$ cat src/sv/swk_pkg.sv
`default_nettype none
package swk_pkg;

    localparam int SUM_W            = 20;  // wheel vector component, Q8.12
    localparam int SQ_W             = 40;  // sum of squares
    localparam int ROOT_W           = 20;  // wheel speed
    localparam int DIV_W            = 36;  // dividend width of the shared divider
    localparam int DVS_W            = 20;  // divisor width
    localparam int CX_W             = 31;  // CORDIC x/y datapath
    localparam int Z_W              = 21;  // CORDIC angle accumulator, 2^-16 rad
    localparam int CFG_WHEELS       = 3;
    localparam int MAX_WHEELS       = 4;
    localparam int NUM_WHEELS_DEF   = 3;
    localparam int CORDIC_STEPS_DEF = 16;
    localparam int PI_Q16           = 205887;
    localparam int PI_Q13           = 25736;
    localparam int Q_ROUND          = 2048;
    localparam int CMD_MAX          = 65535;

    typedef enum logic [2:0] {
        REG_W0X, REG_W0Y, REG_W1X, REG_W1Y, REG_W2X, REG_W2Y, REG_MAX_SPEED, REG_FULL_SCALE
    } t_reg_idx;

    typedef struct packed {
        logic [CFG_WHEELS-1:0][15:0] pos_x;
        logic [CFG_WHEELS-1:0][15:0] pos_y;
        logic [14:0]                 max_speed;
        logic [15:0]                 full_scale;
    } t_cfg;

    // one command after the front end: unscaled wheel vectors and the fastest speed
    typedef struct packed {
        logic [MAX_WHEELS-1:0][SUM_W-1:0] sx;
        logic [MAX_WHEELS-1:0][SUM_W-1:0] sy;
        logic [ROOT_W-1:0]                fastest;
    } t_item;

    typedef enum logic [2:0] {
        F_IDLE, F_MUL, F_SUM, F_SQ, F_SQRT_ST, F_SQRT, F_PUSH
    } t_front_state;

    typedef enum logic [3:0] {
        B_IDLE, B_LOAD, B_SMUL, B_SDIV_ST, B_SDIV, B_SQ, B_SQRT_ST, B_SQRT,
        B_CORD_INIT, B_CORD, B_CMUL, B_CDIV_ST, B_CDIV, B_OUT
    } t_back_state;

    // arctangent of 2^-i in units of 2^-16 rad
    function automatic logic [16:0] atan_q16(input logic [4:0] idx);
        logic [16:0] v;
        case (idx)
            5'd0:    v = 17'd51472;
            5'd1:    v = 17'd30385;
            5'd2:    v = 17'd16055;
            5'd3:    v = 17'd8150;
            5'd4:    v = 17'd4091;
            5'd5:    v = 17'd2047;
            5'd6:    v = 17'd1024;
            5'd7:    v = 17'd512;
            5'd8:    v = 17'd256;
            5'd9:    v = 17'd128;
            5'd10:   v = 17'd64;
            5'd11:   v = 17'd32;
            5'd12:   v = 17'd16;
            5'd13:   v = 17'd8;
            5'd14:   v = 17'd4;
            5'd15:   v = 17'd2;
            5'd16:   v = 17'd1;
            default: v = 17'd0;
        endcase
        return v;
    endfunction

endpackage
`default_nettype wire

$ cat src/sv/swk_sqrt.sv
`default_nettype none
// Integer square root, two operand bits per cycle
module swk_sqrt (
    input  wire logic                       i_clk,
    input  wire logic                       i_rst_n,
    input  wire logic                       i_start,
    input  wire logic [swk_pkg::SQ_W-1:0]   i_op,
    output logic                            o_done,
    output logic [swk_pkg::ROOT_W-1:0]      o_root
);
    localparam int RW  = swk_pkg::ROOT_W;
    localparam int CW  = $clog2(RW);

    logic              r_busy;
    logic              r_done;
    logic [CW-1:0]     r_cnt;
    logic [swk_pkg::SQ_W-1:0] r_op;
    logic [RW+1:0]     r_rem;
    logic [RW-1:0]     r_root;

    logic [RW+3:0]     rem2;
    logic [RW+3:0]     trial;
    logic              ge;

    // one restoring step
    always_comb begin
        rem2  = {r_rem, r_op[swk_pkg::SQ_W-1 -: 2]};
        trial = (RW+4)'({r_root, 2'b01});
        ge    = (rem2 >= trial);
    end

    always_ff @(posedge i_clk) begin
        if (!i_rst_n) begin
            r_busy <= 1'b0;
            r_done <= 1'b0;
        end else begin
            r_done <= 1'b0;
            if (i_start) begin
                r_busy <= 1'b1;
                r_cnt  <= '0;
                r_op   <= i_op;
                r_rem  <= '0;
                r_root <= '0;
            end else if (r_busy) begin
                r_op <= {r_op[swk_pkg::SQ_W-3:0], 2'b00};
                if (ge) begin
                    r_rem  <= (RW+2)'(rem2 - trial);
                    r_root <= {r_root[RW-2:0], 1'b1};
                end else begin
                    r_rem  <= rem2[RW+1:0];
                    r_root <= {r_root[RW-2:0], 1'b0};
                end
                r_cnt <= r_cnt + 1'b1;
                if (r_cnt == CW'(RW-1)) begin
                    r_busy <= 1'b0;
                    r_done <= 1'b1;
                end
            end
        end
    end

    assign o_done = r_done;
    assign o_root = r_root;
endmodule
`default_nettype wire

$ cat src/sv/swk_front.sv
`default_nettype none
// Front end: forms every wheel vector of a command and finds the fastest wheel
module swk_front #(
    parameter int NUM_WHEELS = swk_pkg::NUM_WHEELS_DEF
) (
    input  wire logic          i_clk,
    input  wire logic          i_rst_n,
    input  wire logic          i_valid,
    output logic               o_ready,
    input  wire logic [15:0]   i_vel_x,
    input  wire logic [15:0]   i_vel_y,
    input  wire logic [15:0]   i_yaw_rate,
    input  wire swk_pkg::t_cfg i_cfg,
    output logic               o_push,
    output swk_pkg::t_item     o_item,
    input  wire logic          i_full
);
    localparam int SW = swk_pkg::SUM_W;

    swk_pkg::t_front_state r_state, n_state;
    logic [1:0]               r_w;
    logic signed [15:0]       r_vx, r_vy, r_yaw;
    logic signed [31:0]       r_prod_x, r_prod_y;
    logic signed [SW-1:0]     r_sx, r_sy;
    logic [swk_pkg::SQ_W-1:0] r_sqx, r_sqy;
    swk_pkg::t_item           r_item;

    logic                     sqrt_done;
    logic [swk_pkg::ROOT_W-1:0] sqrt_root;
    logic signed [15:0]       px, py;
    logic signed [33:0]       ty, tx, sum_x, sum_y;
    logic                     last_w;

    // wheel position, extra wheels sit at the centre
    always_comb begin
        if (r_w < 2'(swk_pkg::CFG_WHEELS)) begin
            px = i_cfg.pos_x[r_w];
            py = i_cfg.pos_y[r_w];
        end else begin
            px = '0;
            py = '0;
        end
        ty    = 34'sd2048 - 34'(r_prod_y);
        tx    = 34'(r_prod_x) + 34'sd2048;
        sum_x = 34'(r_vx) + (ty >>> 12);
        sum_y = 34'(r_vy) + (tx >>> 12);
        last_w = (r_w == 2'(NUM_WHEELS-1));
    end

    // sequencer
    always_comb begin
        n_state = r_state;
        case (r_state)
            swk_pkg::F_IDLE:    if (i_valid) n_state = swk_pkg::F_MUL;
            swk_pkg::F_MUL:     n_state = swk_pkg::F_SUM;
            swk_pkg::F_SUM:     n_state = swk_pkg::F_SQ;
            swk_pkg::F_SQ:      n_state = swk_pkg::F_SQRT_ST;
            swk_pkg::F_SQRT_ST: n_state = swk_pkg::F_SQRT;
            swk_pkg::F_SQRT: begin
                if (sqrt_done) n_state = last_w ? swk_pkg::F_PUSH : swk_pkg::F_MUL;
            end
            swk_pkg::F_PUSH:    if (!i_full) n_state = swk_pkg::F_IDLE;
            default:            n_state = swk_pkg::F_IDLE;
        endcase
    end

    always_ff @(posedge i_clk) begin
        if (!i_rst_n) r_state <= swk_pkg::F_IDLE;
        else          r_state <= n_state;
    end

    // datapath
    always_ff @(posedge i_clk) begin
        case (r_state)
            swk_pkg::F_IDLE: begin
                r_vx   <= i_vel_x;
                r_vy   <= i_vel_y;
                r_yaw  <= i_yaw_rate;
                r_w    <= '0;
                r_item <= '0;
            end
            swk_pkg::F_MUL: begin
                r_prod_x <= px * r_yaw;
                r_prod_y <= py * r_yaw;
            end
            swk_pkg::F_SUM: begin
                r_sx <= SW'(sum_x);
                r_sy <= SW'(sum_y);
                r_item.sx[r_w] <= SW'(sum_x);
                r_item.sy[r_w] <= SW'(sum_y);
            end
            swk_pkg::F_SQ: begin
                r_sqx <= swk_pkg::SQ_W'(r_sx * r_sx);
                r_sqy <= swk_pkg::SQ_W'(r_sy * r_sy);
            end
            swk_pkg::F_SQRT: begin
                if (sqrt_done) begin
                    if (sqrt_root > r_item.fastest) r_item.fastest <= sqrt_root;
                    r_w <= r_w + 1'b1;
                end
            end
            default: ;
        endcase
    end

    swk_sqrt u_sqrt (
        .i_clk   (i_clk),
        .i_rst_n (i_rst_n),
        .i_start (r_state == swk_pkg::F_SQRT_ST),
        .i_op    (r_sqx + r_sqy),
        .o_done  (sqrt_done),
        .o_root  (sqrt_root)
    );

    assign o_ready = (r_state == swk_pkg::F_IDLE);
    assign o_push  = (r_state == swk_pkg::F_PUSH) && !i_full;
    assign o_item  = r_item;
endmodule
`default_nettype wire

$ cat config.mk
export PLATFORM = sky130hd
export DESIGN_NAME = swk_front
export DESIGN_NICKNAME = d
export VERILOG_FILES = /design/src/sv/swk_pkg.sv /design/src/sv/swk_sqrt.sv /design/src/sv/swk_front.sv
export SDC_FILE = /design/constraint.sdc
export NUM_CORES = 2
export LEC_CHECK = 0
export ABC_CLOCK_PERIOD_IN_PS = 30300
export BUFFER_PORTS_ARGS = -buffer_cell sky130_fd_sc_hd__buf_2
export CORE_MARGIN = 4
export CORE_UTILIZATION = 33
export CTS_BUF_LIST = sky130_fd_sc_hd__clkbuf_16
export DETAILED_ROUTE_END_ITERATION = 6
export PLACE_DENSITY_LB_ADDON = 0.15
export SLEW_MARGIN = 20
export SYNTH_ARGS = -nofsm -noshare
export SYNTH_HDL_FRONTEND = slang
export SYNTH_SLANG_ARGS = --single-unit
$ cat constraint.sdc
create_clock -name i_clk -period 30.3 [get_ports i_clk]
set_input_delay 4.545 -clock i_clk [delete_from_list [all_inputs] [get_ports i_clk]]
set_output_delay 4.545 -clock i_clk [all_outputs]
set_load 0.01 [all_outputs]
# After elaboration in Yosys (flattened, before gate mapping)
# Cells that the tools add are included.
totals:
  regBits: 506
  elab_cells: 101
  input_bits: 179
  out_inout_bits: 182
classes:
  n_lt_le_gt_ge: 5
  add_sub_neg: 8
  n_eq_ne: 12
  n_mux: 32
  mul: 4
  n_reduce_logical: 12
  n_bitwise: 2
op_table:
  columns: ["cell", "n"]
  rows:
  - ["160-bit one-hot mux with 2 select lines", 1]
  - ["80-bit bitwise mux", 2]
  - ["20-bit by 20-bit multiplier with 40-bit output", 2]
  - ["20-bit two-way mux", 4]
  - ["40-bit two-way mux", 2]
  - ["16-bit binary-select mux with 2-bit select", 2]
  - ["16-bit by 16-bit multiplier with 32-bit output", 2]
  - ["16-bit two-way mux", 4]
  - ["22-bit two-way mux", 2]
  - ["16-bit by 20-bit adder with 20-bit output", 2]
  - ["40-bit adder", 1]
  - ["20-bit demux with 2-bit select", 1]
  - ["20-bit one-hot mux with 2 select lines", 1]
  - ["32-bit by 13-bit adder with 32-bit output, second input constant", 1]
  - ["13-bit by 32-bit subtractor with 32-bit output, first input constant", 1]
  - ["24-bit by 22-bit greater-or-equal comparator with 1-bit output", 1]
  - ["22-bit subtractor", 1]
  - ["3-bit one-hot mux with 7 select lines", 1]
  - ["20-bit > comparator", 1]
  - ["3-bit two-way mux", 4]
  - ["3-bit equality test, second input constant", 3]
  - ["3-bit by 2-bit equality test with 1-bit output, second input constant", 2]
  - ["2-bit != test, second input constant", 3]
  - ["3-bit AND reduction", 2]
  - ["other kinds (20)", 29]

# Longest topological paths before layout
logic_depth:
  word_depth: 6
  depth_mapped: 32

# Modules after synthesis
# Synthesis repeated with hierarchy kept, for this count alone.
hier_totals:
  hier_cells: 7110
  hier_area_um2: 71683.8
by_module_without_submodules:
  columns: ["module", "area_each_um2", "cells_each", "n_inst"]
  rows:
  - ["swk_front", 66679.0, 6688, 1]
  - ["swk_sqrt", 5004.8, 422, 1]

# Worst setup path before layout
# No wires, ideal clock.
synth_path:
  kind: "in2reg"
  from: "input i_cfg[73] (netlist name)"
  to: "register r_prod_y[31] (data pin)"
  slack_ns: 19.607
  arrival_time_ns: 10.433
  cell_stages: 26
  t_required_ns: 30.040
  cell_sequence: "mux2i_1 > nor2_1 > a21oi_1 > nor2_1 > clkbuf_1 > nand2_1 > fa_1 > fa_1 > fa_1 > fa_1 > inv_1 > fa_1 > inv_1 > fa_1 > inv_1 > ha_1 > a21o_1 > nand2_1 > o21ai_0 > a21oi_1 > o21ai_0 > a21o_1 > o31a_1 > a211o_1 > a21oi_1 > xnor2_1"
synth_via:
  elab_chain_len: 4
synth_rtl:
  columns: ["element", "line_no", "source"]
  rows:
  - ["from (decl)", "swk_front.sv:13", "input wire swk_pkg::t_cfg i_cfg,"]
  - ["16-bit binary-select mux with 2-bit select", "swk_front.sv:38", "py = i_cfg.pos_y[r_w];"]
  - ["16-bit two-way mux (implied by the code)", "swk_front.sv:38", null]
  - ["16-bit two-way mux", "swk_front.sv:36", "if (r_w < 2'(swk_pkg::CFG_WHEELS)) begin"]
  - ["16-bit by 16-bit multiplier with 32-bit output", "swk_front.sv:84", "r_prod_y <= py * r_yaw;"]
  - ["to (signal assigned)", "swk_front.sv:84", null]
  - ["to (decl)", "swk_front.sv:23", "logic signed [31:0] r_prod_x, r_prod_y;"]
# Every way passes these cells. The select of a mux whose other input is x is not followed.
# A chain may end at the register's enable or synchronous reset.

# Final worst setup path
layout_path:
  from: "input i_cfg[71] (netlist name)"
  to: "register r_prod_y[31] (data pin)"
# The elaborated chain is that of the path after synthesis.

==> summary.txt <==
Final layout
  • Final #Nets: 9223
  • Area Growth Syn to Fin: 10.5%
  • Layout cells sized above 1: approximately 8.3%
  • Non-Filler Instances: 10100
  • Post-route cell area: approximately 80000 um2

Setup path
  • CP delay by family, top: adder cells
  • Buf+Inv Stages, Crit Path: 4
  • Worst Path Max Fanout: 16
  • Setup crit end kind: flip-flop
  • Kind of critical path: primary input to flip-flop
  • WP data arrival: between 10000 and 15000 ps
  • Top cell by count, worst path: fa_1
  • Setup crit start kind: primary input
  • Slowest stage cell, crit path: nor2_2
  • Critical path required time: a little over 30000 ps
  • Max incr delay on CP: slightly above 800 ps

Synth
  • Post-synthesis compound-gate area fraction: under 10%
  • Register area share after synthesis: between 20% and 30%
  • Post-Synth Simple-Gate Area: about an eighth
  • Post-synthesis async set-or-reset flop share: 0%
  • Unique masters post-synth: between 90 and 100
  • Top FF cell, synth: edfxtp_1
  • Syn Area/Cell: 10.1 um2
  • Post-synthesis mux area share: under 10%
  • Post-Synth Adder-Cell Area: 45.3%
  • Yosys reg bits: between 400 and 500
  • Post-Synth XOR/XNOR Area: ~3.7%
  • Cell count after synthesis: 7000
  • Synth Cell Area: between 70000 and 80000 um2
  • Post-synth EDFFs: 488
  • Synth Net Count: 8973
  • Largest family of logic cells by synthesized area: adder cells
  • Ys Warns: 0

Flow run
  • Total of max-cap violations: 0

CTS
  • TritonCTS clock tree: done
  • Depth of the CTS H-tree: 3
  • Clock latency on the worst-skew pair: around 700 ps
  • CTS Root Cell: clkbuf_16
  • Post-CTS Hold Buffers: 0
  • Clock Sinks: between 400 and 500
  • Worst-path clk slew: ~60 ps
  • Clock buffer depth: 3
  • Total CTS buffers: slightly below 70
  • Post-cts sizing count: 0
  • Post-CTS Repair Setup Buffers: 0

Placement
  • Placed inst area: around 76000 um2
  • IO Port Bufs: 329
  • Post-DP HPWL: between 100000 and 150000 um
  • Pre-CTS setup slack: 18350 ps
  • Placed Cells: ~10000
  • GP Congestion: around 0.83

Floorplan
  • Core area: roughly 210000 um2
  • Die Ht: ~470 um
  • Die width: 471 um
  • Row count: 169
  • # IOs: roughly 360
  • Initial Utilization: between 30% and 40%
  • Die footprint: 222000 um2

STA
  • Setup TNS: 0 ps
  • Final Setup Violations: 0
  • Skew final: roughly 40 ps
  • Final min period: approximately 11000 ps
  • Final Hold Vio Count: 0
  • RSZ-0062 raised after global routing: no
  • Max Transition Viols Final: 0
  • Worst Tran Pin Value: around 1100 ps
  • Final WS setup: ~19000 ps
  • Worst slew margin: around a quarter
  • Post-route clock period utilization: 37.1%
  • Max frequency: roughly 89 MHz

Global route
  • Largest net degree at the start of global routing: about 160
  • Vias in the first global route: approximately 52000
  • First-pass GRT wire length: about 300000 um
  • GRT Residual Overflow: 0
  • Initial antenna violation count: 14
  • GRT Overall Usage: 17.3%

Status
  • Status: complete, no violations

Drt
  • Post-DRT Antenna Nets: 0
  • Via count: about 48000
  • Detailed Route WL: roughly 190000 um
  • DRC violation count after routing: 0
  • Vias/cell: 4.70
  • DRT iter0 DRCs: ~2200
  • Initial DRT Pass Iterations: 5
  • Wire per inst: 18.6 um

Worst hold path
  • Hold Path Class: flip-flop to flip-flop
-- per-layer routing --
| layer | vias to the layer above | global-route usage (%) | wire, um |
|---|---|---|---|
| met5 | - | 0 | 0 |
| met4 | 0 | 4.55 | 5160 |
| met3 | 214 | 1.90 | 5950 |
| met2 | 743 | 31.3 | 97400 |
| met1 | 24400 | 21.9 | 80300 |
| li1 | 22200 | - | - |
-- synth_stat cells, types with 30 or more instances --
| cell | number | area (um2) |
|---|---|---|
| a21o_1 | 100 | 751 |
| inv_1 | 1568 | 5890 |
| o21bai_1 | 30 | 225 |
| nand3_1 | 48 | 240 |
| and3_1 | 46 | 288 |
| o21ai_0 | 119 | 596 |
| ha_1 | 504 | 6310 |
| nand2_1 | 619 | 2320 |
| nor2b_1 | 65 | 407 |
| fa_1 | 1290 | 25800 |
| a21oi_1 | 206 | 1030 |
| edfxtp_1 | 488 | 14700 |
| nand2b_1 | 31 | 194 |
| nor2_1 | 413 | 1550 |
| xor2_1 | 88 | 771 |
| mux2i_1 | 186 | 1860 |
| xnor2_1 | 211 | 1850 |
| and2_1 | 375 | 2350 |
| o21a_1 | 45 | 338 |
| clkbuf_1 | 230 | 863 |
| nor3_1 | 45 | 225 |
-- logic make-up (layout without fill, tap and decap cells) --
kind of cell,after synthesis,after routing
compound gates,659,659
other cells,0,4
buf+inv,1814,2120
flops,493,493
fa+ha+maj,1794,1794
mux,189,189
xor+xnor,299,299
simple gates,1752,1752
-- placed cells by master (no fill, tap or decap), types with 29 or more instances in the layout --
cell / synthesis / layout
a211oi_1: 29 / 29
inv_1: 1568 / 1583
a21oi_1: 206 / 206
fa_1: 1290 / 1290
nor2b_1: 65 / 64
o21ai_0: 119 / 119
nand3_1: 48 / 48
buf_2: 1 / 329
o21bai_1: 30 / 30
xnor2_1: 211 / 208
nand2_1: 619 / 618
clkbuf_16: 0 / 69
nor2_1: 413 / 399
a21o_1: 100 / 100
and3_1: 46 / 46
mux2i_1: 186 / 186
nor3_1: 45 / 45
xor2_1: 88 / 87
ha_1: 504 / 500
nand2b_1: 31 / 31
o21a_1: 45 / 44
buf_4: 1 / 93
edfxtp_1: 488 / 488
and2_1: 375 / 375
-- worst paths after layout --
path                 start             to  slack, ps  cells past startpoint
max              i_cfg[71]   r_prod_y[31]      19060                     26
min          u_sqrt.r_busy  u_sqrt.o_done        500                      1
max reg2reg       r_sy[19]      r_sqy[38]      21590                     23
min reg2reg  u_sqrt.r_busy  u_sqrt.o_done        500                      1
-- layout make-up --
| cell class | instances | area, um2 |
|---|---|---|
| Antenna cell | 4 | 10.0 |
| Clock buffer | 69 | 1730 |
| Clock inverter | 58 | 541 |
| Inverter | 1569 | 5890 |
| Sequential cell | 493 | 14800 |
| Multi-Input combinational cell | 4693 | 49500 |
| Timing Repair Buffer | 424 | 2390 |
| Fill cell | 21400 | 135000 |
| Tap cell | 2821 | 3530 |
-- flip-flops by register name, indices dropped and copies added, names as in the netlist, 2 cells and up --
signal / count
o_item: 180
r_prod_x: 21
r_prod_y: 32
r_sqx: 39
r_sqy: 39
r_state: 3
r_sx: 20
r_sy: 20
r_vx: 16
r_vy: 16
r_w: 2
r_yaw: 16
u_sqrt.o_root: 20
u_sqrt.r_cnt: 5
u_sqrt.r_op: 40
u_sqrt.r_rem: 22
-- worst reg2reg max path: stages (launching register included) --
cell and delay, ps:
edfxtp_1 320, buf_4 360, nand2_1 180, fa_1 660, inv_1 130, fa_1 550
inv_1 70, fa_1 700, inv_1 300, fa_1 530, fa_1 500, fa_1 510
inv_1 60, fa_1 500, inv_1 40, ha_1 360, nand2_1 150, nor4_1 680
nand2_1 250, a211oi_1 780, nor4_1 220, o31ai_1 320, a21oi_1 120, xnor2_1 160
-- through the flow --
stage | hold WS [ps] | utilization [%]
4_1_cts | 505 | 36.8
3_3_place_gp | 488 | 35.7
6_report | 500 | 36.8
5_1_grt | 523 | 36.8
2_1_floorplan | 453 | -
3_5_place_dp | 489 | 35.7
Power is left out: the tool's default activity adds up to more than one toggle a clock period on the data nets, which glitch-free logic cannot reach.
