$ cat config.mk
export PLATFORM = sky130hd
export DESIGN_NAME = swk_back
export DESIGN_NICKNAME = d
export VERILOG_FILES = /design/src/sv/swk_pkg.sv /design/src/sv/swk_sqrt.sv /design/src/sv/swk_div.sv /design/src/sv/swk_back.sv
export SDC_FILE = /design/constraint.sdc
export NUM_CORES = 2
export LEC_CHECK = 0
export BUFFER_PORTS_ARGS = -buffer_cell sky130_fd_sc_hd__clkbuf_2
export CAP_MARGIN = 20
export CORE_AREA = 3 3 386 388
export CTS_BUF_LIST = sky130_fd_sc_hd__clkbuf_8
export CTS_CLUSTER_DIAMETER = 80
export DETAILED_ROUTE_END_ITERATION = 8
export DIE_AREA = 0 0 389 391
export PLACE_DENSITY = 0.81
export SLEW_MARGIN = 40
export SYNTH_ARGS = -nofsm -noshare
export SYNTH_HDL_FRONTEND = slang
export SYNTH_SLANG_ARGS = --single-unit
$ cat constraint.sdc
create_clock -name i_clk -period 16.83 [get_ports i_clk]
set_input_delay 2.5245 -clock i_clk [delete_from_list [all_inputs] [get_ports i_clk]]
set_output_delay 2.5245 -clock i_clk [all_outputs]
set_load 0.03 [all_outputs]
$ cat src/sv/swk_pkg.sv
`default_nettype none
package swk_pkg;

    localparam int SUM_W            = 20;  // wheel vector component, Q8.12
    localparam int SQ_W             = 40;  // sum of squares
    localparam int ROOT_W           = 20;  // wheel speed
    localparam int DIV_W            = 36;  // dividend width of the shared divider
    localparam int DVS_W            = 20;  // divisor width
    localparam int CX_W             = 31;  // CORDIC x/y datapath
    localparam int Z_W              = 21;  // CORDIC angle accumulator, 2^-16 rad
    localparam int CFG_WHEELS       = 3;
    localparam int MAX_WHEELS       = 4;
    localparam int NUM_WHEELS_DEF   = 3;
    localparam int CORDIC_STEPS_DEF = 16;
    localparam int PI_Q16           = 205887;
    localparam int PI_Q13           = 25736;
    localparam int Q_ROUND          = 2048;
    localparam int CMD_MAX          = 65535;

    typedef enum logic [2:0] {
        REG_W0X, REG_W0Y, REG_W1X, REG_W1Y, REG_W2X, REG_W2Y, REG_MAX_SPEED, REG_FULL_SCALE
    } t_reg_idx;

    typedef struct packed {
        logic [CFG_WHEELS-1:0][15:0] pos_x;
        logic [CFG_WHEELS-1:0][15:0] pos_y;
        logic [14:0]                 max_speed;
        logic [15:0]                 full_scale;
    } t_cfg;

    // one command after the front end: unscaled wheel vectors and the fastest speed
    typedef struct packed {
        logic [MAX_WHEELS-1:0][SUM_W-1:0] sx;
        logic [MAX_WHEELS-1:0][SUM_W-1:0] sy;
        logic [ROOT_W-1:0]                fastest;
    } t_item;

    typedef enum logic [2:0] {
        F_IDLE, F_MUL, F_SUM, F_SQ, F_SQRT_ST, F_SQRT, F_PUSH
    } t_front_state;

    typedef enum logic [3:0] {
        B_IDLE, B_LOAD, B_SMUL, B_SDIV_ST, B_SDIV, B_SQ, B_SQRT_ST, B_SQRT,
        B_CORD_INIT, B_CORD, B_CMUL, B_CDIV_ST, B_CDIV, B_OUT
    } t_back_state;

    // arctangent of 2^-i in units of 2^-16 rad
    function automatic logic [16:0] atan_q16(input logic [4:0] idx);
        logic [16:0] v;
        case (idx)
            5'd0:    v = 17'd51472;
            5'd1:    v = 17'd30385;
            5'd2:    v = 17'd16055;
            5'd3:    v = 17'd8150;
            5'd4:    v = 17'd4091;
            5'd5:    v = 17'd2047;
            5'd6:    v = 17'd1024;
            5'd7:    v = 17'd512;
            5'd8:    v = 17'd256;
            5'd9:    v = 17'd128;
            5'd10:   v = 17'd64;
            5'd11:   v = 17'd32;
            5'd12:   v = 17'd16;
            5'd13:   v = 17'd8;
            5'd14:   v = 17'd4;
            5'd15:   v = 17'd2;
            5'd16:   v = 17'd1;
            default: v = 17'd0;
        endcase
        return v;
    endfunction

endpackage
`default_nettype wire

$ cat src/sv/swk_sqrt.sv
`default_nettype none
// Integer square root, two operand bits per cycle
module swk_sqrt (
    input  wire logic                       i_clk,
    input  wire logic                       i_rst_n,
    input  wire logic                       i_start,
    input  wire logic [swk_pkg::SQ_W-1:0]   i_op,
    output logic                            o_done,
    output logic [swk_pkg::ROOT_W-1:0]      o_root
);
    localparam int RW  = swk_pkg::ROOT_W;
    localparam int CW  = $clog2(RW);

    logic              r_busy;
    logic              r_done;
    logic [CW-1:0]     r_cnt;
    logic [swk_pkg::SQ_W-1:0] r_op;
    logic [RW+1:0]     r_rem;
    logic [RW-1:0]     r_root;

    logic [RW+3:0]     rem2;
    logic [RW+3:0]     trial;
    logic              ge;

    // one restoring step
    always_comb begin
        rem2  = {r_rem, r_op[swk_pkg::SQ_W-1 -: 2]};
        trial = (RW+4)'({r_root, 2'b01});
        ge    = (rem2 >= trial);
    end

    always_ff @(posedge i_clk) begin
        if (!i_rst_n) begin
            r_busy <= 1'b0;
            r_done <= 1'b0;
        end else begin
            r_done <= 1'b0;
            if (i_start) begin
                r_busy <= 1'b1;
                r_cnt  <= '0;
                r_op   <= i_op;
                r_rem  <= '0;
                r_root <= '0;
            end else if (r_busy) begin
                r_op <= {r_op[swk_pkg::SQ_W-3:0], 2'b00};
                if (ge) begin
                    r_rem  <= (RW+2)'(rem2 - trial);
                    r_root <= {r_root[RW-2:0], 1'b1};
                end else begin
                    r_rem  <= rem2[RW+1:0];
                    r_root <= {r_root[RW-2:0], 1'b0};
                end
                r_cnt <= r_cnt + 1'b1;
                if (r_cnt == CW'(RW-1)) begin
                    r_busy <= 1'b0;
                    r_done <= 1'b1;
                end
            end
        end
    end

    assign o_done = r_done;
    assign o_root = r_root;
endmodule
`default_nettype wire

$ cat src/sv/swk_div.sv
`default_nettype none
// Unsigned restoring divider, one quotient bit per cycle
module swk_div (
    input  wire logic                       i_clk,
    input  wire logic                       i_rst_n,
    input  wire logic                       i_start,
    input  wire logic [swk_pkg::DIV_W-1:0]  i_dividend,
    input  wire logic [swk_pkg::DVS_W-1:0]  i_divisor,
    output logic                            o_done,
    output logic [swk_pkg::DIV_W-1:0]       o_quot
);
    localparam int NW = swk_pkg::DIV_W;
    localparam int DW = swk_pkg::DVS_W;
    localparam int CW = $clog2(NW);

    logic          r_busy;
    logic          r_done;
    logic [CW-1:0] r_cnt;
    logic [NW-1:0] r_q;
    logic [DW-1:0] r_rem;
    logic [DW-1:0] r_div;

    logic [DW:0]   rem2;
    logic          ge;

    always_comb begin
        rem2 = {r_rem, r_q[NW-1]};
        ge   = (rem2 >= {1'b0, r_div});
    end

    always_ff @(posedge i_clk) begin
        if (!i_rst_n) begin
            r_busy <= 1'b0;
            r_done <= 1'b0;
        end else begin
            r_done <= 1'b0;
            if (i_start) begin
                r_busy <= 1'b1;
                r_cnt  <= '0;
                r_q    <= i_dividend;
                r_rem  <= '0;
                r_div  <= i_divisor;
            end else if (r_busy) begin
                r_rem <= ge ? DW'(rem2 - {1'b0, r_div}) : rem2[DW-1:0];
                r_q   <= {r_q[NW-2:0], ge};
                r_cnt <= r_cnt + 1'b1;
                if (r_cnt == CW'(NW-1)) begin
                    r_busy <= 1'b0;
                    r_done <= 1'b1;
                end
            end
        end
    end

    assign o_done = r_done;
    assign o_quot = r_q;
endmodule
`default_nettype wire

$ cat src/sv/swk_back.sv
`default_nettype none
// Back end: per wheel scaling, speed, CORDIC heading and speed command
module swk_back #(
    parameter int NUM_WHEELS   = swk_pkg::NUM_WHEELS_DEF,
    parameter int CORDIC_STEPS = swk_pkg::CORDIC_STEPS_DEF
) (
    input  wire logic           i_clk,
    input  wire logic           i_rst_n,
    input  wire logic           i_empty,
    output logic                o_pop,
    input  wire swk_pkg::t_item i_item,
    input  wire swk_pkg::t_cfg  i_cfg,
    output logic                o_valid,
    input  wire logic           i_ready,
    output logic [1:0]          o_wheel_index,
    output logic [15:0]         o_steer_angle,
    output logic [15:0]         o_speed_command,
    output logic                o_was_scaled,
    output logic                o_last_wheel
);
    localparam int SW  = swk_pkg::SUM_W;
    localparam int XW  = swk_pkg::CX_W;
    localparam int ZW  = swk_pkg::Z_W;
    localparam int NW  = swk_pkg::DIV_W;
    localparam int CNW = $clog2(CORDIC_STEPS);

    swk_pkg::t_back_state r_state, n_state;
    swk_pkg::t_item       r_item;
    logic [1:0]           r_w;
    logic                 r_scaled;
    logic                 r_comp;
    logic                 r_neg;
    logic signed [SW-1:0] r_sx, r_sy;
    logic [NW-1:0]        r_prod;
    logic [swk_pkg::SQ_W-1:0] r_sqx, r_sqy;
    logic [swk_pkg::ROOT_W-1:0] r_sp;
    logic signed [XW-1:0] r_cx, r_cy;
    logic signed [ZW-1:0] r_cz;
    logic [CNW-1:0]       r_cnt;
    logic                 r_zero;
    logic [15:0]          r_cmd;
    logic                 r_out_valid;

    logic                 div_start, div_done, sqrt_done;
    logic [NW-1:0]        div_a, div_q;
    logic [swk_pkg::DVS_W-1:0] div_b;
    logic [swk_pkg::ROOT_W-1:0] sqrt_root;
    logic signed [SW-1:0] comp_v, q_signed;
    logic [SW-1:0]        comp_mag;
    logic signed [XW-1:0] x0, y0, ysh, xsh;
    logic signed [ZW-1:0] at, zr, ang;
    logic                 last_w, out_load;

    always_comb begin
        last_w   = (r_w == 2'(NUM_WHEELS-1));
        out_load = !r_out_valid || i_ready;
        comp_v   = r_comp ? r_sy : r_sx;
        comp_mag = comp_v[SW-1] ? SW'(-comp_v) : comp_v;
        q_signed = r_neg ? -$signed(div_q[SW-1:0]) : $signed(div_q[SW-1:0]);
        x0       = XW'(r_sx) <<< 8;
        y0       = XW'(r_sy) <<< 8;
        ysh      = r_cy >>> r_cnt;
        xsh      = r_cx >>> r_cnt;
        at       = ZW'(swk_pkg::atan_q16(5'(r_cnt)));
        // round to Q3.13 and clamp
        zr       = (r_cz + ZW'(4)) >>> 3;
        if (r_zero)                          ang = '0;
        else if (zr > ZW'(swk_pkg::PI_Q13))  ang = ZW'(swk_pkg::PI_Q13);
        else if (zr < -ZW'(swk_pkg::PI_Q13)) ang = -ZW'(swk_pkg::PI_Q13);
        else                                 ang = zr;
    end

    // shared divider operands
    always_comb begin
        div_start = (r_state == swk_pkg::B_SDIV_ST) || (r_state == swk_pkg::B_CDIV_ST);
        div_a     = r_prod;
        div_b     = (r_state == swk_pkg::B_SDIV_ST) ? r_item.fastest
                                                    : swk_pkg::DVS_W'(i_cfg.max_speed);
    end

    // sequencer
    always_comb begin
        n_state = r_state;
        case (r_state)
            swk_pkg::B_IDLE:      if (!i_empty) n_state = swk_pkg::B_LOAD;
            swk_pkg::B_LOAD:      n_state = r_scaled ? swk_pkg::B_SMUL : swk_pkg::B_SQ;
            swk_pkg::B_SMUL:      n_state = swk_pkg::B_SDIV_ST;
            swk_pkg::B_SDIV_ST:   n_state = swk_pkg::B_SDIV;
            swk_pkg::B_SDIV: begin
                if (div_done) n_state = r_comp ? swk_pkg::B_SQ : swk_pkg::B_SMUL;
            end
            swk_pkg::B_SQ:        n_state = swk_pkg::B_SQRT_ST;
            swk_pkg::B_SQRT_ST:   n_state = swk_pkg::B_SQRT;
            swk_pkg::B_SQRT:      if (sqrt_done) n_state = swk_pkg::B_CORD_INIT;
            swk_pkg::B_CORD_INIT: n_state = swk_pkg::B_CORD;
            swk_pkg::B_CORD: begin
                if (r_cnt == CNW'(CORDIC_STEPS-1)) n_state = swk_pkg::B_CMUL;
            end
            swk_pkg::B_CMUL: begin
                n_state = (i_cfg.max_speed == '0) ? swk_pkg::B_OUT : swk_pkg::B_CDIV_ST;
            end
            swk_pkg::B_CDIV_ST:   n_state = swk_pkg::B_CDIV;
            swk_pkg::B_CDIV:      if (div_done) n_state = swk_pkg::B_OUT;
            swk_pkg::B_OUT: begin
                if (out_load) n_state = last_w ? swk_pkg::B_IDLE : swk_pkg::B_LOAD;
            end
            default:              n_state = swk_pkg::B_IDLE;
        endcase
    end

    always_ff @(posedge i_clk) begin
        if (!i_rst_n) r_state <= swk_pkg::B_IDLE;
        else          r_state <= n_state;
    end

    // datapath
    always_ff @(posedge i_clk) begin
        case (r_state)
            swk_pkg::B_IDLE: begin
                r_item   <= i_item;
                r_scaled <= (i_item.fastest > swk_pkg::ROOT_W'(i_cfg.max_speed));
                r_w      <= '0;
            end
            swk_pkg::B_LOAD: begin
                r_sx   <= r_item.sx[r_w];
                r_sy   <= r_item.sy[r_w];
                r_comp <= 1'b0;
            end
            swk_pkg::B_SMUL: begin
                r_neg  <= comp_v[SW-1];
                r_prod <= NW'(comp_mag * i_cfg.max_speed);
            end
            swk_pkg::B_SDIV: begin
                if (div_done) begin
                    if (r_comp) r_sy <= q_signed;
                    else        r_sx <= q_signed;
                    r_comp <= 1'b1;
                end
            end
            swk_pkg::B_SQ: begin
                r_sqx <= swk_pkg::SQ_W'(r_sx * r_sx);
                r_sqy <= swk_pkg::SQ_W'(r_sy * r_sy);
            end
            swk_pkg::B_SQRT: if (sqrt_done) r_sp <= sqrt_root;
            swk_pkg::B_CORD_INIT: begin
                r_zero <= (r_sx == '0) && (r_sy == '0);
                r_cnt  <= '0;
                // fold into the right half plane
                if (r_sx < 0) begin
                    r_cx <= -x0;
                    r_cy <= -y0;
                    r_cz <= (r_sy >= 0) ? ZW'(swk_pkg::PI_Q16) : -ZW'(swk_pkg::PI_Q16);
                end else begin
                    r_cx <= x0;
                    r_cy <= y0;
                    r_cz <= '0;
                end
            end
            swk_pkg::B_CORD: begin
                if (r_cy > 0) begin
                    r_cx <= r_cx + ysh;
                    r_cy <= r_cy - xsh;
                    r_cz <= r_cz + at;
                end else begin
                    r_cx <= r_cx - ysh;
                    r_cy <= r_cy + xsh;
                    r_cz <= r_cz - at;
                end
                r_cnt <= r_cnt + 1'b1;
            end
            swk_pkg::B_CMUL: begin
                r_prod <= NW'(i_cfg.full_scale * r_sp);
                r_cmd  <= (r_sp != '0) ? 16'(swk_pkg::CMD_MAX) : 16'd0;
            end
            swk_pkg::B_CDIV: begin
                if (div_done) begin
                    r_cmd <= (div_q > NW'(swk_pkg::CMD_MAX)) ? 16'(swk_pkg::CMD_MAX)
                                                            : div_q[15:0];
                end
            end
            swk_pkg::B_OUT: if (out_load) r_w <= r_w + 1'b1;
            default: ;
        endcase
    end

    // output register
    always_ff @(posedge i_clk) begin
        if (!i_rst_n) begin
            r_out_valid <= 1'b0;
        end else if (r_state == swk_pkg::B_OUT && out_load) begin
            r_out_valid     <= 1'b1;
            o_wheel_index   <= r_w;
            o_steer_angle   <= 16'(ang);
            o_speed_command <= r_cmd;
            o_was_scaled    <= r_scaled;
            o_last_wheel    <= last_w;
        end else if (i_ready) begin
            r_out_valid <= 1'b0;
        end
    end

    swk_div u_div (
        .i_clk      (i_clk),
        .i_rst_n    (i_rst_n),
        .i_start    (div_start),
        .i_dividend (div_a),
        .i_divisor  (div_b),
        .o_done     (div_done),
        .o_quot     (div_q)
    );

    swk_sqrt u_sqrt (
        .i_clk   (i_clk),
        .i_rst_n (i_rst_n),
        .i_start (r_state == swk_pkg::B_SQRT_ST),
        .i_op    (r_sqx + r_sqy),
        .o_done  (sqrt_done),
        .o_root  (sqrt_root)
    );

    assign o_pop   = (r_state == swk_pkg::B_IDLE) && !i_empty;
    assign o_valid = r_out_valid;
endmodule
`default_nettype wire

# Word level (Yosys, flattened, before mapping)
# Memories as Yosys holds them, arrays and structs flattened. A register that Yosys moved wholly into a read port is not among the register bits.
# Cells that the tools add are included.
[totals] regBits=679 mem_bits_ro=256 inputBits=311 elab_cells=215 mem_count=1
[mem_list] memory="(no name shown)" depth=16 word_bits=16 rd=1 rd_ports_with_merged_regs=1 wr=0 line_no="swk_pkg.sv:50" source="case (idx)"
[op_classes] add_sub_neg=18 n_mul=4 order_cmp=10 n_eq_ne=25 shifts=2 muxes=70 n_bitwise=3 reduce_logical=35
[ops] cell="$mux W20" n=12
[ops] cell="$mux W31" n=4
[ops] cell="$pmux W31 S2" n=2
[ops] cell="$bmux W20 S2" n=2
[ops] cell="$mul A20 B20 Y40" n=2
[ops] cell="$mux W40" n=2
[ops] cell="$pmux W20 S2" n=2
[ops] cell="$mux W36" n=2
[ops] cell="$pmux W36 S2" n=1
[ops] cell="$mux W16" n=4
[ops] cell="$mux W21" n=3
[ops] cell="$add A31 B31 Y31" n=2
[ops] cell="$neg A28 Y31" n=2
[ops] cell="$sshr A31 B4 Y31" n=2
[ops] cell="$sub A31 B31 Y31" n=2
[ops] cell="$pmux W4 S14" n=1
[ops] cell="$mux W22" n=2
[ops] cell="$pmux W21 S2" n=1
[ops] cell="$add A40 B40 Y40" n=1
[ops] cell="$logic_not A20 Y1" n=2
[ops] cell="$neg A20 Y20" n=2
[ops] cell="$gt A36 B16 Y1 const B" n=1
[ops] cell="$mul A16 B20 Y36" n=1
[ops] cell="$mul A20 B15 Y35" n=1
[ops] cell="51 further kinds" n=111

# Longest topological paths before layout
[logic_depth] ltp_word=5 depth_mapped=38 depth_no_buf=34

# Hierarchy
# A second synthesis with hierarchy kept.
[hier_totals] cells_unflattened=8928 hier_area_um2=88612.5
[by_module_without_submodules] mod="swk_back" instances=1 cells_each=8073 area_each_um2=78833.1 seq_area_each_um2=15404.8
[by_module_without_submodules] mod="swk_sqrt" instances=1 cells_each=456 area_each_um2=5053.6 seq_area_each_um2=2652.5
[by_module_without_submodules] mod="swk_div" instances=1 cells_each=399 area_each_um2=4725.8 seq_area_each_um2=2502.4

# Worst setup path after synthesis
# Ideal clock, no wire load.
[synth_path] path_kind="register to register" startpoint="register r_comp" endpoint="register r_prod[33], in the netlist div_a[33], data pin" setup_time_ps=265 arrival_ps=9026 slack_ps=7539 stages_incl_launch_ff=36 n_path_buf=6 period_less_slack_ps=9291 cell_sequence="edfxtp_1 > buf_1 > clkbuf_1 > buf_1 > buf_1 > clkbuf_1 > mux2i_1 > ha_1 > nand2_1 > nand2b_1 > nor2_1 > and3_1 > a31oi_1 > xnor2_1 > clkbuf_1 > and2_1 > fa_1 > inv_1 > fa_1 > inv_1 > fa_1 > fa_1 > fa_1 > inv_1 > fa_1 > inv_1 > ha_1 > a21oi_1 > o21bai_1 > o21a_1 > o211ai_1 > o21ai_0 > a2111oi_0 > o21bai_1 > and3_1 > or3_1"
[synth_via] elab_chain_cells=5
[synth_lines] item="start: declaration" line_no="swk_back.sv:31" source="logic r_comp;"
[synth_lines] item="start signal: assignment" line_no="swk_back.sv:127" source="r_comp <= 1'b0;"
[synth_lines] item="start signal: assignment" line_no="swk_back.sv:137" source="r_comp <= 1'b1;"
[synth_lines] item="$mux W20 *" line_no="swk_back.sv:57" source="comp_v = r_comp ? r_sy : r_sx;"
[synth_lines] item="$neg A20 Y20" line_no="swk_back.sv:58" source="comp_mag = comp_v[SW-1] ? SW'(-comp_v) : comp_v;"
[synth_lines] item="$mux W20 *" line_no="swk_back.sv:58"
[synth_lines] item="$mul A20 B15 Y35 *" line_no="swk_back.sv:131" source="r_prod <= NW'(comp_mag * i_cfg.max_speed);"
[synth_lines] item="$pmux W36 S2 *" line_no="swk_back.sv:118" source="case (r_state)"
[synth_lines] item="end signal: assignment" line_no="swk_back.sv:131"
[synth_lines] item="end signal: assignment" line_no="swk_back.sv:172" source="r_prod <= NW'(i_cfg.full_scale * r_sp);"
[synth_lines] item="end: declaration" line_no="swk_back.sv:34" source="logic [NW-1:0] r_prod;"
# Every way passes the cells marked *; elsewhere a longest branch is shown, timed or not.
# A chain may end at the register's enable or synchronous reset.

# Worst setup path after layout
[layout_path] startpoint="register r_sx[0]" endpoint="register r_prod[33], in the netlist div_a[33], data pin"
[layout_via] elab_chain_cells=5
[layout_lines] item="start: declaration" line_no="swk_back.sv:33" source="logic signed [SW-1:0] r_sx, r_sy;"
[layout_lines] item="start signal: assignment" line_no="swk_back.sv:125" source="r_sx <= r_item.sx[r_w];"
[layout_lines] item="start signal: assignment" line_no="swk_back.sv:136" source="else r_sx <= q_signed;"
[layout_lines] item="$mux W20 *" line_no="swk_back.sv:57"
[layout_lines] item="$neg A20 Y20" line_no="swk_back.sv:58"
[layout_lines] item="$mux W20 *" line_no="swk_back.sv:58"
[layout_lines] item="$mul A20 B15 Y35 *" line_no="swk_back.sv:131"
[layout_lines] item="$pmux W36 S2 *" line_no="swk_back.sv:118"
# Marked as above.

==> metrics.cfg <==
[placed_design]
hpwlAfterDp_microns = 173400
gp_congestion = 0.9632
portBuffers = 252
post_dp_cell_area_sq_mm = 0.09051
dp.cells = 10770

[clocking]
post-cts-setup-buffers = 0
postCtsHoldBufs = 0
cts.path.max_buffers = 3
clock_latency_ns = 0.87
numClockSinks = 693
h-tree-depth = 3
post_cts_resize_count = 0
clkSlewWorstSetupHoldPaths_ns = 0.06
clockRootBuffer = clkbuf_8
cts_made_buffers = 121
cts_tree = built

[synth]
synth_cell_type_count = 94
synth_ff_type = edfxtp_1
synth.avg_cell_area_sq_um = 9.856
synth_nets = 11050
synth.yosys.seq_area_share = 0.2354
yosysWarnings = 0
synthCells = 8862
synth-seq-cells = 693
synth-edff-count = 668
async_flop_share = 0
syn-cell-area_sq_mm = 0.08735

[timing]
hold_violations = 0
fmax_mhz = 93.79
rsz0062_at_grt = no
finalCritPeriodShare = 0.6335
worstMarginPinSlew_ns = 0.9453
slew_headroom = 0.3698
drv_slew = 0
fin_crit_ns = 10.66
setup-tns-final_ns = 0
fin_skew_ns = 0.06349
setup_viol = 0

[final_layout]
fin_area_sq_mm = 0.09313
nNetsFinal = 11170
regArea_sq_mm = 0.02056
multiInputGateArea_sq_mm = 0.05935
final_layout_size_suffix_gt1_frac = 0.07961
final_common_cell = inv_1
area_growth_syn_to_layout_pct = 6.616
final_cell_mix = inv_1, fa_1, nand2_1
final_cell_count_no_fill = 11000
n_fill_cell = 11270

[setup_path]
timing.critical_path.buf_inv = 8
crit_end = div_a[33]
r2r_start = r_sx[0]
cp.required_ns = 17.39
path_max_fanout = 16
startpoint_type = flop
critPathKind = reg2reg
crit_path_top_delay_cell = edfxtp_1
max_stage_delay_ns = 0.74
cp.arrival_ns = 11.23
path_delay_family = adder cells
end_kind = flop
r2r_cells = 34
worstSetupStartpoint = r_sx[0]
ff2ff_setup_slack_ns = 6.17
r2r-end = div_a[33]
path_depth = 34

[global_route]
grt_max_degree = 91
antenna_found_initial = 13
grt_pass1_vias = 68570
overflow = 0
grt_pass1_wl_microns = 363200
grtUsageTotal = 0.3026

[floorplan]
die_x_microns = 389
die_h_microns = 391
rows = 140
dieArea_sq_mm = 0.1521
pin_count = 349
core_sq_mm = 0.1457
start_util = 0.5993

[detailed_routing]
firstDrtPassIters = 6
vias_per_cell = 5.901
drc = 0
drtAntennaViolNets = 0
vias = 64920
drt-total-wl_microns = 225400
drt_iter0_drc = 5737
avgRoutedWirePerCell_microns = 20.48

[worst_hold_path]
hold-path-cell-count = 0
hp-class = reg2reg

[outcome]
status = completed

[run]
maxCapViolations = 0

[worst register-to-register path: cells and delay by family, from the launching register on]
kind | cells | cell delay [ns]
AO/OA/AOI/OAI | 9 | 1.99
XOR/XNOR | 1 | 0.08
adder cells (fa/ha/maj) | 7 | 3.47
buffers and inverters | 8 | 1.77
flip-flops | 1 | 0.74
AND/OR/NAND/NOR | 9 | 2.35
[how the worst min path moves through the flow]
stage               startpoint  slack [ns]             endpoint
floorplan             r_cmd[0]        0.40   o_speed_command[0]
global placement     r_cmd[10]        0.41  o_speed_command[10]
detailed placement    r_cmd[0]        0.40   o_speed_command[0]
CTS                  r_cmd[15]        0.42  o_speed_command[15]
global route          r_cmd[5]        0.42   o_speed_command[5]
finish               r_cmd[15]        0.41  o_speed_command[15]
[layout make-up]
type                            instances  share of cell area
Multi-Input combinational cell       6166              0.6373
Sequential cell                       693              0.2208
Inverter                             1640             0.06617
Tap cell                             1917             0.02576
Timing Repair Buffer                  354             0.02242
Clock buffer                          126             0.01862
Clock inverter                        103            0.008908
Antenna cell                            3          0.00008061
[cells in the mapped netlist, types with 41 or more instances]
master,n,area [sq um]
inv_1,1630,6118
and3_1,47,294.0
o21a_1,48,360.4
nor2_1,437,1640
fa_1,1266,25340
mux4_2,108,2432
o31ai_1,45,337.8
edfxtp_1,668,20060
a21o_1,134,1006
xor2_1,165,1445
ha_1,613,7670
o21ai_0,339,1697
and2_1,401,2509
mux2i_1,73,730.7
a21oi_1,342,1712
nand3_1,77,385.4
nor2b_1,41,256.5
xnor2_1,284,2487
nand2b_1,54,337.8
nand2_1,1104,4144
clkbuf_1,313,1175
nor3_1,90,450.4
[flip-flops by register name, summed over array words and instances, names as in the netlist, 6 cells and up]
name,flops
at,16
div_a,36
o_speed_command,16
o_steer_angle,16
r_cmd,16
r_cx,31
r_cy,31
r_cz,21
r_item,180
r_sp,20
r_sqx,39
r_sqy,39
r_sx,20
r_sy,20
u_div.o_quot,36
u_div.r_cnt,6
u_div.r_div,20
u_div.r_rem,20
u_sqrt.o_root,20
u_sqrt.r_op,40
u_sqrt.r_rem,22
[per-stage QoR]
stage | util | setup WS (ns) | hold slack (ns)
after detailed placement | 0.6210 | 6.328 | 0.4045
after global placement | 0.6203 | 6.319 | 0.4065
final | 0.6390 | 6.168 | 0.4149
after floorplan | - | 7.539 | 0.4003
after global routing | 0.6390 | 5.697 | 0.4207
after CTS | 0.6386 | 6.302 | 0.4192
[per-layer routing]
layer,share of wire,GRT usage,vias up
li1,-,-,28870
met1,0.38,0.3862,32230
met2,0.46,0.4801,3182
met3,0.11,0.08662,630
met4,0.049,0.1407,10
met5,0.00031,0,-
[logic make-up after synthesis]
group	share of synthesized area
xor+xnor	0.04502
fa+ha+maj	0.3780
simple gates	0.1289
buf+inv	0.08705
flops	0.2354
mux	0.04012
compound gates	0.08553
Power is not shown: default switching activity piles up to over one toggle a cycle in this logic, so the estimate is an artifact.
